**src/rtl/tbsq_pkg.sv**
```systemverilog
package tbsq_pkg;

    // Queue and token sizing
    localparam int QUEUE_DEPTH = 16;
    localparam int TOKEN_WIDTH = 16;
    localparam int PTR_W       = (QUEUE_DEPTH > 1) ? $clog2(QUEUE_DEPTH) : 1;
    localparam int CNT_W       = $clog2(QUEUE_DEPTH + 1);
    localparam int NUM_W       = 32;
    localparam int KIND_W      = 2;
    localparam int STATUS_W    = 3;

    localparam logic [PTR_W-1:0] PTR_LAST = PTR_W'(QUEUE_DEPTH - 1);
    localparam logic [CNT_W-1:0] CNT_FULL = CNT_W'(QUEUE_DEPTH);

    localparam logic [TOKEN_WIDTH-1:0] DEPTH_RESET = TOKEN_WIDTH'(10);

    // Word kinds
    localparam logic [KIND_W-1:0] KIND_ARRIVAL = 2'd0;
    localparam logic [KIND_W-1:0] KIND_TICK    = 2'd1;
    localparam logic [KIND_W-1:0] KIND_FLUSH   = 2'd2;
    localparam logic [KIND_W-1:0] KIND_UNUSED  = 2'd3;

    // Result status codes
    localparam logic [STATUS_W-1:0] ST_QUEUED      = 3'd0;
    localparam logic [STATUS_W-1:0] ST_DROPPED     = 3'd1;
    localparam logic [STATUS_W-1:0] ST_REJECTED    = 3'd2;
    localparam logic [STATUS_W-1:0] ST_TOKEN_ADDED = 3'd3;
    localparam logic [STATUS_W-1:0] ST_TOKEN_DROP  = 3'd4;
    localparam logic [STATUS_W-1:0] ST_FLUSHED     = 3'd5;

    typedef struct packed {
        logic [NUM_W-1:0]       number;
        logic [TOKEN_WIDTH-1:0] need;
    } t_entry;

    typedef struct packed {
        logic push;
        logic pop;
        logic flush;
    } t_fifo_ctl;

    typedef struct packed {
        logic [CNT_W-1:0] count;
        logic             full;
        logic             head_avail;
    } t_fifo_stat;

    typedef struct packed {
        logic [STATUS_W-1:0]    status;
        logic [NUM_W-1:0]       packet_number;
        logic [TOKEN_WIDTH-1:0] bucket_level;
        logic                   release_valid;
        logic [NUM_W-1:0]       release_number;
        logic [TOKEN_WIDTH-1:0] release_tokens;
        logic [CNT_W-1:0]       removed_count;
    } t_result;

    function automatic logic [PTR_W-1:0] ptr_advance(input logic [PTR_W-1:0] p);
        logic [PTR_W-1:0] r;
        r = (p == PTR_LAST) ? '0 : p + PTR_W'(1);
        return r;
    endfunction

endpackage

```
**src/rtl/tbsq_fifo.sv**
```systemverilog
module tbsq_fifo (
    input  logic                i_clk,
    input  logic                i_rst_n,
    input  tbsq_pkg::t_fifo_ctl i_ctl,
    input  tbsq_pkg::t_entry    i_push_entry,
    output tbsq_pkg::t_fifo_stat o_stat,
    output tbsq_pkg::t_entry    o_head
);
    import tbsq_pkg::*;

    t_entry           r_store [QUEUE_DEPTH];
    logic [PTR_W-1:0] r_head, n_head;
    logic [PTR_W-1:0] r_tail, n_tail;
    logic [CNT_W-1:0] r_count, n_count;

    // Status; an empty queue forwards the word being pushed as its head
    always_comb begin
        o_stat.count      = r_count;
        o_stat.full       = (r_count == CNT_FULL);
        o_stat.head_avail = (r_count != '0) || i_ctl.push;
        o_head            = (r_count == '0) ? i_push_entry : r_store[r_head];
    end

    // Pointer and count update
    always_comb begin
        n_head  = r_head;
        n_tail  = r_tail;
        n_count = r_count;
        if (i_ctl.flush) begin
            n_head  = '0;
            n_tail  = '0;
            n_count = '0;
        end else begin
            if (i_ctl.push) begin
                n_tail = ptr_advance(r_tail);
            end
            if (i_ctl.pop) begin
                n_head = ptr_advance(r_head);
            end
            n_count = r_count + CNT_W'(i_ctl.push) - CNT_W'(i_ctl.pop);
        end
    end

    always_ff @(posedge i_clk) begin
        if (!i_rst_n) begin
            r_head  <= '0;
            r_tail  <= '0;
            r_count <= '0;
        end else begin
            r_head  <= n_head;
            r_tail  <= n_tail;
            r_count <= n_count;
        end
    end

    // Entry store, no reset
    always_ff @(posedge i_clk) begin
        if (i_ctl.push) begin
            r_store[r_tail] <= i_push_entry;
        end
    end

    a_no_push_full: assert property (@(posedge i_clk) disable iff (!i_rst_n)
        i_ctl.push |-> (r_count != CNT_FULL))
        else $error("push into full queue");

    a_no_pop_empty: assert property (@(posedge i_clk) disable iff (!i_rst_n)
        i_ctl.pop |-> ((r_count != '0) || i_ctl.push))
        else $error("pop with no head word");

    a_empty_ptrs: assert property (@(posedge i_clk) disable iff (!i_rst_n)
        (r_count == '0) |-> (r_head == r_tail))
        else $error("empty queue with pointers apart");

    a_flush_clears: assert property (@(posedge i_clk) disable iff (!i_rst_n)
        i_ctl.flush |=> (r_count == '0))
        else $error("flush left words in queue");

endmodule

```
**src/rtl/tbsq_shaper.sv**
```systemverilog
module tbsq_shaper (
    input  logic                                  i_clk,
    input  logic                                  i_rst_n,
    input  logic                                  i_cfg_wr_en,
    input  logic [tbsq_pkg::TOKEN_WIDTH-1:0]      i_cfg_wr_data,
    input  logic                                  i_step,
    input  logic [tbsq_pkg::KIND_W-1:0]           i_kind,
    input  logic [tbsq_pkg::TOKEN_WIDTH-1:0]      i_need,
    input  tbsq_pkg::t_fifo_stat                  i_fifo_stat,
    input  tbsq_pkg::t_entry                      i_head,
    output tbsq_pkg::t_fifo_ctl                   o_fifo_ctl,
    output tbsq_pkg::t_entry                      o_push_entry,
    output tbsq_pkg::t_result                     o_result
);
    import tbsq_pkg::*;

    logic [TOKEN_WIDTH-1:0] r_depth;
    logic [TOKEN_WIDTH-1:0] r_level, n_level;
    logic [NUM_W-1:0]       r_next_num, n_next_num;

    logic                   arrival, tick, flush;
    logic                   too_big;
    logic [NUM_W-1:0]       num_inc;
    logic [TOKEN_WIDTH-1:0] level_mid;
    logic                   tick_ok;
    logic                   release_go;

    // Kind decode
    always_comb begin
        arrival = 1'b0;
        tick    = 1'b0;
        flush   = 1'b0;
        unique case (i_kind)
            KIND_ARRIVAL: arrival = i_step;
            KIND_TICK:    tick    = i_step;
            KIND_FLUSH:   flush   = i_step;
            default: ;
        endcase
    end

    // Admission, token add, head release
    always_comb begin
        num_inc    = r_next_num + NUM_W'(1);
        too_big    = (i_need > r_depth);
        tick_ok    = (r_level < r_depth);
        level_mid  = (tick && tick_ok) ? r_level + TOKEN_WIDTH'(1) : r_level;

        o_fifo_ctl.flush = flush;
        o_fifo_ctl.push  = arrival && !too_big && !i_fifo_stat.full;
        o_push_entry.number = num_inc;
        o_push_entry.need   = i_need;

        release_go = (arrival || tick) && i_fifo_stat.head_avail
                     && (level_mid >= i_head.need);
        o_fifo_ctl.pop = release_go;

        n_level    = release_go ? level_mid - i_head.need : level_mid;
        n_next_num = arrival ? num_inc : r_next_num;
    end

    // Result word
    always_comb begin
        o_result = '0;
        if (arrival) begin
            o_result.packet_number = num_inc;
            if (too_big) begin
                o_result.status = ST_DROPPED;
            end else if (i_fifo_stat.full) begin
                o_result.status = ST_REJECTED;
            end else begin
                o_result.status = ST_QUEUED;
            end
        end else if (tick) begin
            o_result.status = tick_ok ? ST_TOKEN_ADDED : ST_TOKEN_DROP;
        end else begin
            o_result.status        = ST_FLUSHED;
            o_result.removed_count = i_fifo_stat.count;
        end
        o_result.bucket_level = n_level;
        if (release_go) begin
            o_result.release_valid  = 1'b1;
            o_result.release_number = i_head.number;
            o_result.release_tokens = i_head.need;
        end
    end

    always_ff @(posedge i_clk) begin
        if (!i_rst_n) begin
            r_depth    <= DEPTH_RESET;
            r_level    <= '0;
            r_next_num <= '0;
        end else begin
            if (i_cfg_wr_en) begin
                r_depth <= i_cfg_wr_data;
            end
            r_level    <= n_level;
            r_next_num <= n_next_num;
        end
    end

endmodule

```
**src/rtl/token_bucket_shaper_queue.sv**
```systemverilog
// Token bucket shaper with a 16-entry packet queue. Each input word is a packet
// arrival, a token tick or a flush; kind 3 is taken and produces no result. One
// word is accepted every cycle when the result side keeps up. Each word is held
// in the input register, then makes one pass through the bucket and queue logic
// into the result register. The token level, packet counter and queue pointers
// all update in that single pass, so there is no hazard between consecutive
// words. At most one queued packet is released per word. The bucket depth
// register may only be written while no word is in flight.
module token_bucket_shaper_queue (
    input  logic                                  i_clk,
    input  logic                                  i_rst_n,
    input  logic                                  i_cfg_wr_en,
    input  logic [tbsq_pkg::TOKEN_WIDTH-1:0]      i_cfg_wr_data,
    input  logic                                  i_in_valid,
    output logic                                  o_in_ready,
    input  logic [tbsq_pkg::KIND_W-1:0]           i_kind,
    input  logic [tbsq_pkg::TOKEN_WIDTH-1:0]      i_tokens_needed,
    output logic                                  o_out_valid,
    input  logic                                  i_out_ready,
    output logic [tbsq_pkg::STATUS_W-1:0]         o_status,
    output logic [tbsq_pkg::NUM_W-1:0]            o_packet_number,
    output logic [tbsq_pkg::TOKEN_WIDTH-1:0]      o_bucket_level,
    output logic                                  o_release_valid,
    output logic [tbsq_pkg::NUM_W-1:0]            o_release_number,
    output logic [tbsq_pkg::TOKEN_WIDTH-1:0]      o_release_tokens,
    output logic [tbsq_pkg::CNT_W-1:0]            o_removed_count
);
    import tbsq_pkg::*;

    logic                   r_in_valid;
    logic [KIND_W-1:0]      r_kind;
    logic [TOKEN_WIDTH-1:0] r_need;
    logic                   r_out_valid;
    t_result                r_result;

    logic       out_free;
    logic       consume;
    logic       load_out;
    t_fifo_ctl  fifo_ctl;
    t_fifo_stat fifo_stat;
    t_entry     push_entry;
    t_entry     head_entry;
    t_result    result;

    // Handshake between input register and result register
    assign out_free   = !r_out_valid || i_out_ready;
    assign consume    = r_in_valid && (out_free || (r_kind == KIND_UNUSED));
    assign load_out   = consume && (r_kind != KIND_UNUSED);
    assign o_in_ready = !r_in_valid || consume;

    // Input register
    always_ff @(posedge i_clk) begin
        if (!i_rst_n) begin
            r_in_valid <= 1'b0;
        end else if (i_in_valid && o_in_ready) begin
            r_in_valid <= 1'b1;
        end else if (consume) begin
            r_in_valid <= 1'b0;
        end
    end

    always_ff @(posedge i_clk) begin
        if (i_in_valid && o_in_ready) begin
            r_kind <= i_kind;
            r_need <= i_tokens_needed;
        end
    end

    tbsq_shaper u_shaper (
        .i_clk         (i_clk),
        .i_rst_n       (i_rst_n),
        .i_cfg_wr_en   (i_cfg_wr_en),
        .i_cfg_wr_data (i_cfg_wr_data),
        .i_step        (consume),
        .i_kind        (r_kind),
        .i_need        (r_need),
        .i_fifo_stat   (fifo_stat),
        .i_head        (head_entry),
        .o_fifo_ctl    (fifo_ctl),
        .o_push_entry  (push_entry),
        .o_result      (result)
    );

    tbsq_fifo u_fifo (
        .i_clk        (i_clk),
        .i_rst_n      (i_rst_n),
        .i_ctl        (fifo_ctl),
        .i_push_entry (push_entry),
        .o_stat       (fifo_stat),
        .o_head       (head_entry)
    );

    // Result register
    always_ff @(posedge i_clk) begin
        if (!i_rst_n) begin
            r_out_valid <= 1'b0;
        end else if (load_out) begin
            r_out_valid <= 1'b1;
        end else if (i_out_ready) begin
            r_out_valid <= 1'b0;
        end
    end

    always_ff @(posedge i_clk) begin
        if (load_out) begin
            r_result <= result;
        end
    end

    assign o_out_valid      = r_out_valid;
    assign o_status         = r_result.status;
    assign o_packet_number  = r_result.packet_number;
    assign o_bucket_level   = r_result.bucket_level;
    assign o_release_valid  = r_result.release_valid;
    assign o_release_number = r_result.release_number;
    assign o_release_tokens = r_result.release_tokens;
    assign o_removed_count  = r_result.removed_count;

    a_flush_no_release: assert property (@(posedge i_clk) disable iff (!i_rst_n)
        (r_out_valid && (r_result.status == ST_FLUSHED)) |-> !r_result.release_valid)
        else $error("release reported on flush");

    a_removed_only_flush: assert property (@(posedge i_clk) disable iff (!i_rst_n)
        (r_out_valid && (r_result.removed_count != '0))
            |-> (r_result.status == ST_FLUSHED))
        else $error("removed count on non-flush word");

    a_unused_no_result: assert property (@(posedge i_clk) disable iff (!i_rst_n)
        (consume && (r_kind == KIND_UNUSED) && !r_out_valid) |=> !r_out_valid)
        else $error("result produced for unused kind");

endmodule

```
**config.mk**
```make
export PLATFORM = sky130hd
export DESIGN_NAME = token_bucket_shaper_queue
export DESIGN_NICKNAME = d
export VERILOG_FILES = /design/src/rtl/tbsq_pkg.sv /design/src/rtl/tbsq_fifo.sv /design/src/rtl/tbsq_shaper.sv /design/src/rtl/token_bucket_shaper_queue.sv
export SDC_FILE = /design/constraint.sdc
export NUM_CORES = 1
export LEC_CHECK = 0
export BUFFER_PORTS_ARGS = -buffer_cell sky130_fd_sc_hd__buf_2
export CORE_UTILIZATION = 45
export CTS_CLUSTER_DIAMETER = 80
export DETAILED_ROUTE_END_ITERATION = 8
export GPL_TIMING_DRIVEN = 0
export HOLD_SLACK_MARGIN = 0.02
export PLACE_DENSITY_LB_ADDON = 0.2
export SYNTH_ARGS = -nofsm -noshare
export SYNTH_HDL_FRONTEND = slang
export SYNTH_SLANG_ARGS = --single-unit
```
**constraint.sdc**
```tcl
create_clock -name i_clk -period 7.3 [get_ports i_clk]
set_input_delay 0.365 -clock i_clk [delete_from_list [all_inputs] [get_ports i_clk]]
set_output_delay 0.365 -clock i_clk [all_outputs]
set_load 0.02 [all_outputs]
```
==> results_dict.tcl, run 1 <==
set metrics [dict create \
    n_antenna_cell 0 \
    initial_core_util 0.4541 \
    final_cells 3682 \
    overflow 0 \
    drt-wirelength-per-cell_um 27.71 \
    critPathKind "reg -> reg" \
    synth_top_flop_cell "edfxtp_1" \
    finalSetupViolCount 0 \
    top_level_ports 146 \
    irDropWorstVdd_mv 0.1903 \
    grt_pass1_wl_um 148000 \
    num_vias 21100 \
    cp.required_ns 7.89 \
    post_cts_buffers 0 \
    placed_area_mm2 0.04266 \
    die_h_um 297.9 \
    clock_skew_ns 0.03801 \
    grt_max_degree 30 \
    synth_top_area_cell "edfxtp_1" \
    final_core_util 0.5351 \
    place_hpwl_um 67880 \
    area_growth_pct 17.84 \
    timing.reg2reg.setup_slack_ns 0.56 \
    power_density_mw_per_mm2 246.1 \
    portBuffers 144 \
    hold_viol 0 \
    hold_class "in -> reg" \
    drcViolationCount 0 \
    cp-start-kind "register" \
    min_period_over_period 0.9227 \
    clockRootBuffer "clkbuf_16" \
    die_x_um 297.9 \
    tns_ns 0 \
    tritoncts "done" \
    cp_max_fo 11 \
    synth_warnings 0 \
    critPathMaxStageDelay_ns 0.89 \
    report.final.slew_viol_count 4 \
    maxSlewHeadroom -0.02498 \
    design_area_mm2 0.04642 \
    status "complete, but fails checks" \
    synth_edf_count 891 \
    fmax_mhz 148.5 \
    dp.cells 3456 \
    fin_crit_ns 6.736 \
    async_flop_share 0 \
    yosysSeqAreaShare 0.7214 \
    vias_per_cell 5.730 \
    yosysTopAreaCellShare 0.6792 \
    synth.distinct_cells 70 \
    clk_pin_slew_ns 0.06 \
    layout-drive-gt1-share 0.2683 \
    rsz0062_at_grt "false" \
    worst_ep_arrival_time_ns 7.33 \
    cp_cell_sequence "clkbuf_1 > clkbuf_1 > mux4_2 > mux4_2 > mux2i_1 > ha_1 > a21o_1 > a221o_1 > o21ai_1 > a31oi_1 > nand2b_1 > buf_2 > inv_2 > buf_4 > ha_1 > inv_1 > ha_1 > inv_1 > fa_1 > inv_1 > a21oi_1 > nor2_1 > or3_1 > a21oi_1" \
    cts_made_buffers 101 \
    critPathCaptureType "register" \
    drt_iter0_drc 1952 \
    ys_seq_elements 974 \
    dieArea_mm2 0.08872 \
    slowest_stage "clkbuf_1" \
    antenna_found_initial 5 \
    violations "capacitance limit, slew limit" \
    htree_num_levels 3 \
    cts_buffer_depth 3 \
    cts_sinks 974 \
    drt.antenna.violating_nets 0 \
    crit_buf_inv 8 \
    syn_nets 2201 \
    synth_area_leaders "edfxtp_1 (68%), mux4_2 (14%), dfxtp_1 (4.2%), ha_1 (1.9%), nand2_1 (1.1%)" \
    leakage_uw 0.01509 \
    core_area_mm2 0.08675 \
    dp_slack_ns 0.6024 \
    grt_pass1_vias 21690 \
    syn_area_per_cell_um2 18.76 \
    fp-row-count 108 \
    wirelength_um 102000 \
    nets 2541 \
    layout_setup_ws_ns 0.5644 \
    drv_cap 1 \
    crit_family "buffers and inverters" \
    place.gp.congestion 0.8851 \
    synthCells 2100 \
    cts_resized 0 \
    syn_area_mm2 0.03939 \
    first_pass_iters 7 \
    clock_latency_ns 0.67 \
    track_usage 0.2321 \
    worst_pin_slew_ns 1.516 \
]
[repair_timing]
item / CTS / global route
hold endpoints to repair: 35 / 0
endpoints found under the setup margin: 0 / 0
hold buffers: 35 / 0
[area by class of cell]
type                            instances  area [um^2]
Fill cell                            6885        40330
Sequential cell                       974        28420
Multi-Input combinational cell        980        10670
Clock buffer                          137         2794
Timing Repair Buffer                  237         2016
Tap cell                             1155         1445
Clock inverter                         53        494.2
Buffer                                 98        406.6
Inverter                               48        180.2
[path summary, 6_finish.rpt]
check,from,end,cells past startpoint
setup reg to reg,register,u_fifo.r_count[4]$_SDFF_PP0_,24
hold reg to reg,u_shaper.r_depth[8]$_SDFFE_PN0P_,u_shaper.r_depth[8]$_SDFFE_PN0P_,2
hold / removal,i_out_ready,o_out_valid$_SDFFE_PN0P_,3
setup / recovery,register,u_fifo.r_count[4]$_SDFF_PP0_,24
[where the power goes]
group	total [uW]	internal, uW	switching [uW]
clock	5070	2910	2160
combinational	253	90.5	163
sequential	6110	6070	40.1
[sequential cells by signal, indices dropped and copies added (netlist names), named ones only]
name and flops:
u_fifo.r_store 768, o_removed_count 5, o_out_valid 1, u_fifo.r_tail 4, u_fifo.r_count 5, u_shaper.r_depth 16, o_release_tokens 16, u_shaper.r_level 16
o_bucket_level 16, r_kind 2, r_in_valid 1, u_fifo.r_head 4, o_release_number 32, r_need 16, o_release_valid 1, o_packet_number 32
o_status 3, u_shaper.r_next_num 32
[stage by stage]
stage	hold slack (ns)	total power (uW)
floorplan	0.4604	6353
global placement	0.4794	6456
detailed placement	0.4901	6465
CTS	0.1110	11510
global route	0.1589	11730
finish	0.1392	11430
[cells in the final DEF, fill, tap and decap left out, types with 8 or more instances in the layout]
master         Yosys  layout
clkbuf_1          61      85
a21o_1             8       8
nand4_1           19      19
dlygate4sd3_1      0      35
dfxtp_1           83      83
ha_1              60      60
xor2_1            41      36
or3_1             11      11
buf_12             0      26
edfxtp_1         891     891
xnor2_1           42      28
buf_6              0      23
nand3_1           32      32
clkinv_1           0      15
clkbuf_16          0     102
a21oi_1           69      68
nand2_1          115     115
clkbuf_8           0      11
and2_1            48      48
clkinv_2           0      19
mux2_1             8       8
nor2_1           105      93
xnor2_2            0      14
o21ai_0           14      14
nor3_1            17      13
mux2i_1           39      39
nor2_4             0      12
and3_1            12      12
buf_2             28     172
buf_1              8       8
inv_1             47      47
a211oi_1          10      10
mux4_2           240     240
[per-layer routing]
| layer | part of all wire | wire, um | global-route usage |
|---|---|---|---|
| met5 | 0.000078 | 8 | 0 |
| met4 | 0.033 | 3390 | 0.08217 |
| met3 | 0.062 | 6352 | 0.03077 |
| met2 | 0.50 | 51030 | 0.3916 |
| met1 | 0.40 | 41240 | 0.3103 |
[kinds of logic (layout without fill, tap and decap cells)]
kind of cell               count (synthesis)  count (layout)  share of synthesized area
AOI/OAI and AO/OA                        155             155                    0.02662
adders and majority gates                 62              62                    0.02007
DFF                                      974             974                     0.7214
and+or+nand+nor                          393             393                    0.04914
xor gates and xnor gates                  83              83                    0.01845
muxes                                    287             287                     0.1494
buffers and inverters                    146             573                    0.01490
[worst register-to-register path, delay by kind of cell (launching register included)]
| family | cells | cell delay, ns |
|---|---|---|
| fa+ha+maj | 4 | 1.06 |
| compound gates | 6 | 1.24 |
| flops | 1 | 0.35 |
| simple gates | 3 | 0.48 |
| mux | 3 | 1.31 |
| buf+inv | 8 | 2.22 |
[synthesized netlist by cell type, types with 32 or more instances]
cell / instances
and2_1: 48
dfxtp_1: 83
nor2_1: 105
a21oi_1: 69
mux4_2: 240
edfxtp_1: 891
xnor2_1: 42
nand2_1: 115
inv_1: 47
xor2_1: 41
nand3_1: 32
ha_1: 60
mux2i_1: 39
clkbuf_1: 61
Power figures use the tool's default switching activity.
==> inputs of run 2 (changes only) <==
- CORE_UTILIZATION: 45 -> 62
- CTS_CLUSTER_SIZE: default -> 28
==> run 2 against run 1 <==
Net effect: the run now ends clean; first-iteration DRC count is 26% higher; non-clock buffer count is 3 lower; combinational power barely moved; setup slack hardly changed; global-route usage up 7.4 points; power decreased by 19%; via count rose by 0.65%; sequential share of layout area increased by 3.4 points; utilization increased by 16 points; final cell count down 12%; highest routed layer unchanged.
==> results_dict.tcl, run 2 (synthesized netlist as in run 1, its figures left out) <==
set metrics [dict create \
    worst_ep_arrival_time_ns 7.28 \
    grt_max_degree 32 \
    power_density_mw_per_mm2 210.4 \
    post_cts_buffers 0 \
    grt_pass1_wl_um 138600 \
    die_h_um 254.1 \
    vias_per_cell 6.530 \
    grt_util_met2 0.5014 \
    worst_pin_slew_ns 1.383 \
    drt_iter0_drc 2467 \
    met1_usage 0.4286 \
    maxSlewHeadroom 0.07136 \
    nets 2480 \
    tritoncts "done" \
    rsz0062_at_grt "false" \
    area_growth_pct 11.57 \
    die_x_um 254.1 \
    largest_reg_flops 768 \
    finalSetupViolCount 0 \
    drcViolationCount 0 \
    portBuffers 144 \
    design_area_mm2 0.04395 \
    clk_pin_slew_ns 0.11 \
    report.final.slew_viol_count 0 \
    grtUsageMet3 0.05091 \
    num_vias 21240 \
    cts_made_buffers 43 \
    cp.required_ns 7.84 \
    place.gp.congestion 0.9324 \
    layout-drive-gt1-share 0.2386 \
    grt_pass1_vias 20860 \
    min_period_over_period 0.9226 \
    final_cell_mix "edfxtp_1 (891), mux4_2 (240), buf_2 (172)" \
    clock_skew_ns 0.02740 \
    placed_area_mm2 0.04219 \
    fp-row-count 92 \
    drt.antenna.violating_nets 0 \
    postCtsHoldBufs 35 \
    status "completed" \
    track_usage 0.3058 \
    antenna_found_initial 1 \
    dp_slack_ns 0.6756 \
    cp_max_fo 11 \
    critPathKind "reg -> reg" \
    drt-wirelength-per-cell_um 29.73 \
    layout_commonest_cell "edfxtp_1" \
    overflow 0 \
    critPathCaptureType "register" \
    fmax_mhz 148.5 \
    cp-start-kind "register" \
    wirelength_um 96670 \
    n_antenna_cell 0 \
    initial_core_util 0.6256 \
    irDropWorstVdd_mv 0.2307 \
    clockRootBuffer "clkbuf_16" \
    fin_crit_ns 6.735 \
    max_flop_register "u_fifo.r_store" \
    cts_sinks 974 \
    cts_buffer_depth 3 \
    leakage_uw 0.01404 \
    place_hpwl_um 65100 \
    hold_class "in -> reg" \
    hold_viol 0 \
    dieArea_mm2 0.06455 \
    htree_num_levels 2 \
    clock_latency_ns 0.64 \
    first_pass_iters 5 \
    top_level_ports 146 \
    layout_setup_ws_ns 0.5649 \
    busiest_layer "met2" \
    drv_cap 0 \
    cts_resized 0 \
    core_area_mm2 0.06297 \
]
run 2: cell count changes in the layout (fill, tap and decap cells not counted), moves of 2 or more:
| cell | previous run | this run |
|---|---|---|
| buf_8 | 5 | 1 |
| xnor2_1 | 28 | 34 |
| xnor2_2 | 14 | 8 |
| clkinvlp_4 | 5 | 1 |
| clkinv_2 | 19 | 0 |
| clkbuf_16 | 102 | 45 |
| clkbuf_1 | 85 | 78 |
| buf_4 | 2 | 4 |
| bufinv_16 | 6 | 0 |
| clkbuf_8 | 11 | 1 |
| clkinv_1 | 15 | 0 |
run 2: path summary, 6_finish.rpt:
check,start,endpoint,slack [ns],cells past startpoint
setup reg to reg,register,u_fifo.r_count[4]$_SDFF_PP0_,0.56,24
setup / recovery,register,u_fifo.r_count[4]$_SDFF_PP0_,0.56,24
hold reg to reg,u_shaper.r_depth[4]$_SDFFE_PN0P_,u_shaper.r_depth[4]$_SDFFE_PN0P_,0.51,2
hold / removal,i_out_ready,r_in_valid$_SDFFE_PN0P_,0.17,4
run 2: final cells by class:
cell class              count  area (um^2)
plain buffers              98        406.6
clock inverters             9        111.4
multi-input cells         980        10630
repair buffers            234         1943
well taps                 846         1059
fillers                  3976        19020
inverters                  48        180.2
clock buffers              63         1204
flip-flops and latches    974        28420
run 2: stage by stage:
| step | util | hold WS, ns | total power [uW] | setup TNS [ns] | std cells |
|---|---|---|---|---|---|
| floorplan | - | 0.4604 | 6353 | 0 | 2100 |
| global placement | 0.6539 | 0.4771 | 6452 | -1322.63 | 3090 |
| detailed placement | 0.6701 | 0.4911 | 6459 | 0 | 3144 |
| CTS | 0.6965 | 0.1430 | 9260 | 0 | 3251 |
| global route | 0.6980 | 0.1786 | 9447 | 0 | 3252 |
| finish | 0.6980 | 0.1734 | 9249 | 0 | 3252 |
run 2: critical path, cell delays in order, from the launching register on:
cell and delay, ns:
dfxtp_1 0.37, clkbuf_1 0.64, clkbuf_1 0.71, mux4_2 0.46, mux4_2 0.52, mux2i_1 0.53
ha_1 0.40, and3_1 0.23, a221o_1 0.33, o21ai_1 0.18, a31oi_1 0.11, nand2b_1 0.07
buf_2 0.20, inv_2 0.14, buf_4 0.22, ha_1 0.28, inv_1 0.04, ha_1 0.18
inv_1 0.07, fa_1 0.21, inv_1 0.05, a21oi_1 0.14, nor2_1 0.06, or3_1 0.34
a21oi_1 0.15
run 2: power breakdown:
group	switching [uW]	leakage (uW)	internal, uW
Clock	1710	0.000632	1190
Sequential	39.8	0.00877	6060
Combinational	164	0.00464	90.5
run 2: metal layers:
layer	share of wire	up-vias	routed length [um]
li1	-	8894	-
met1	0.39	11030	37680
met2	0.50	1143	47870
met3	0.086	165	8311
met4	0.029	2	2798
met5	0.00011	-	11
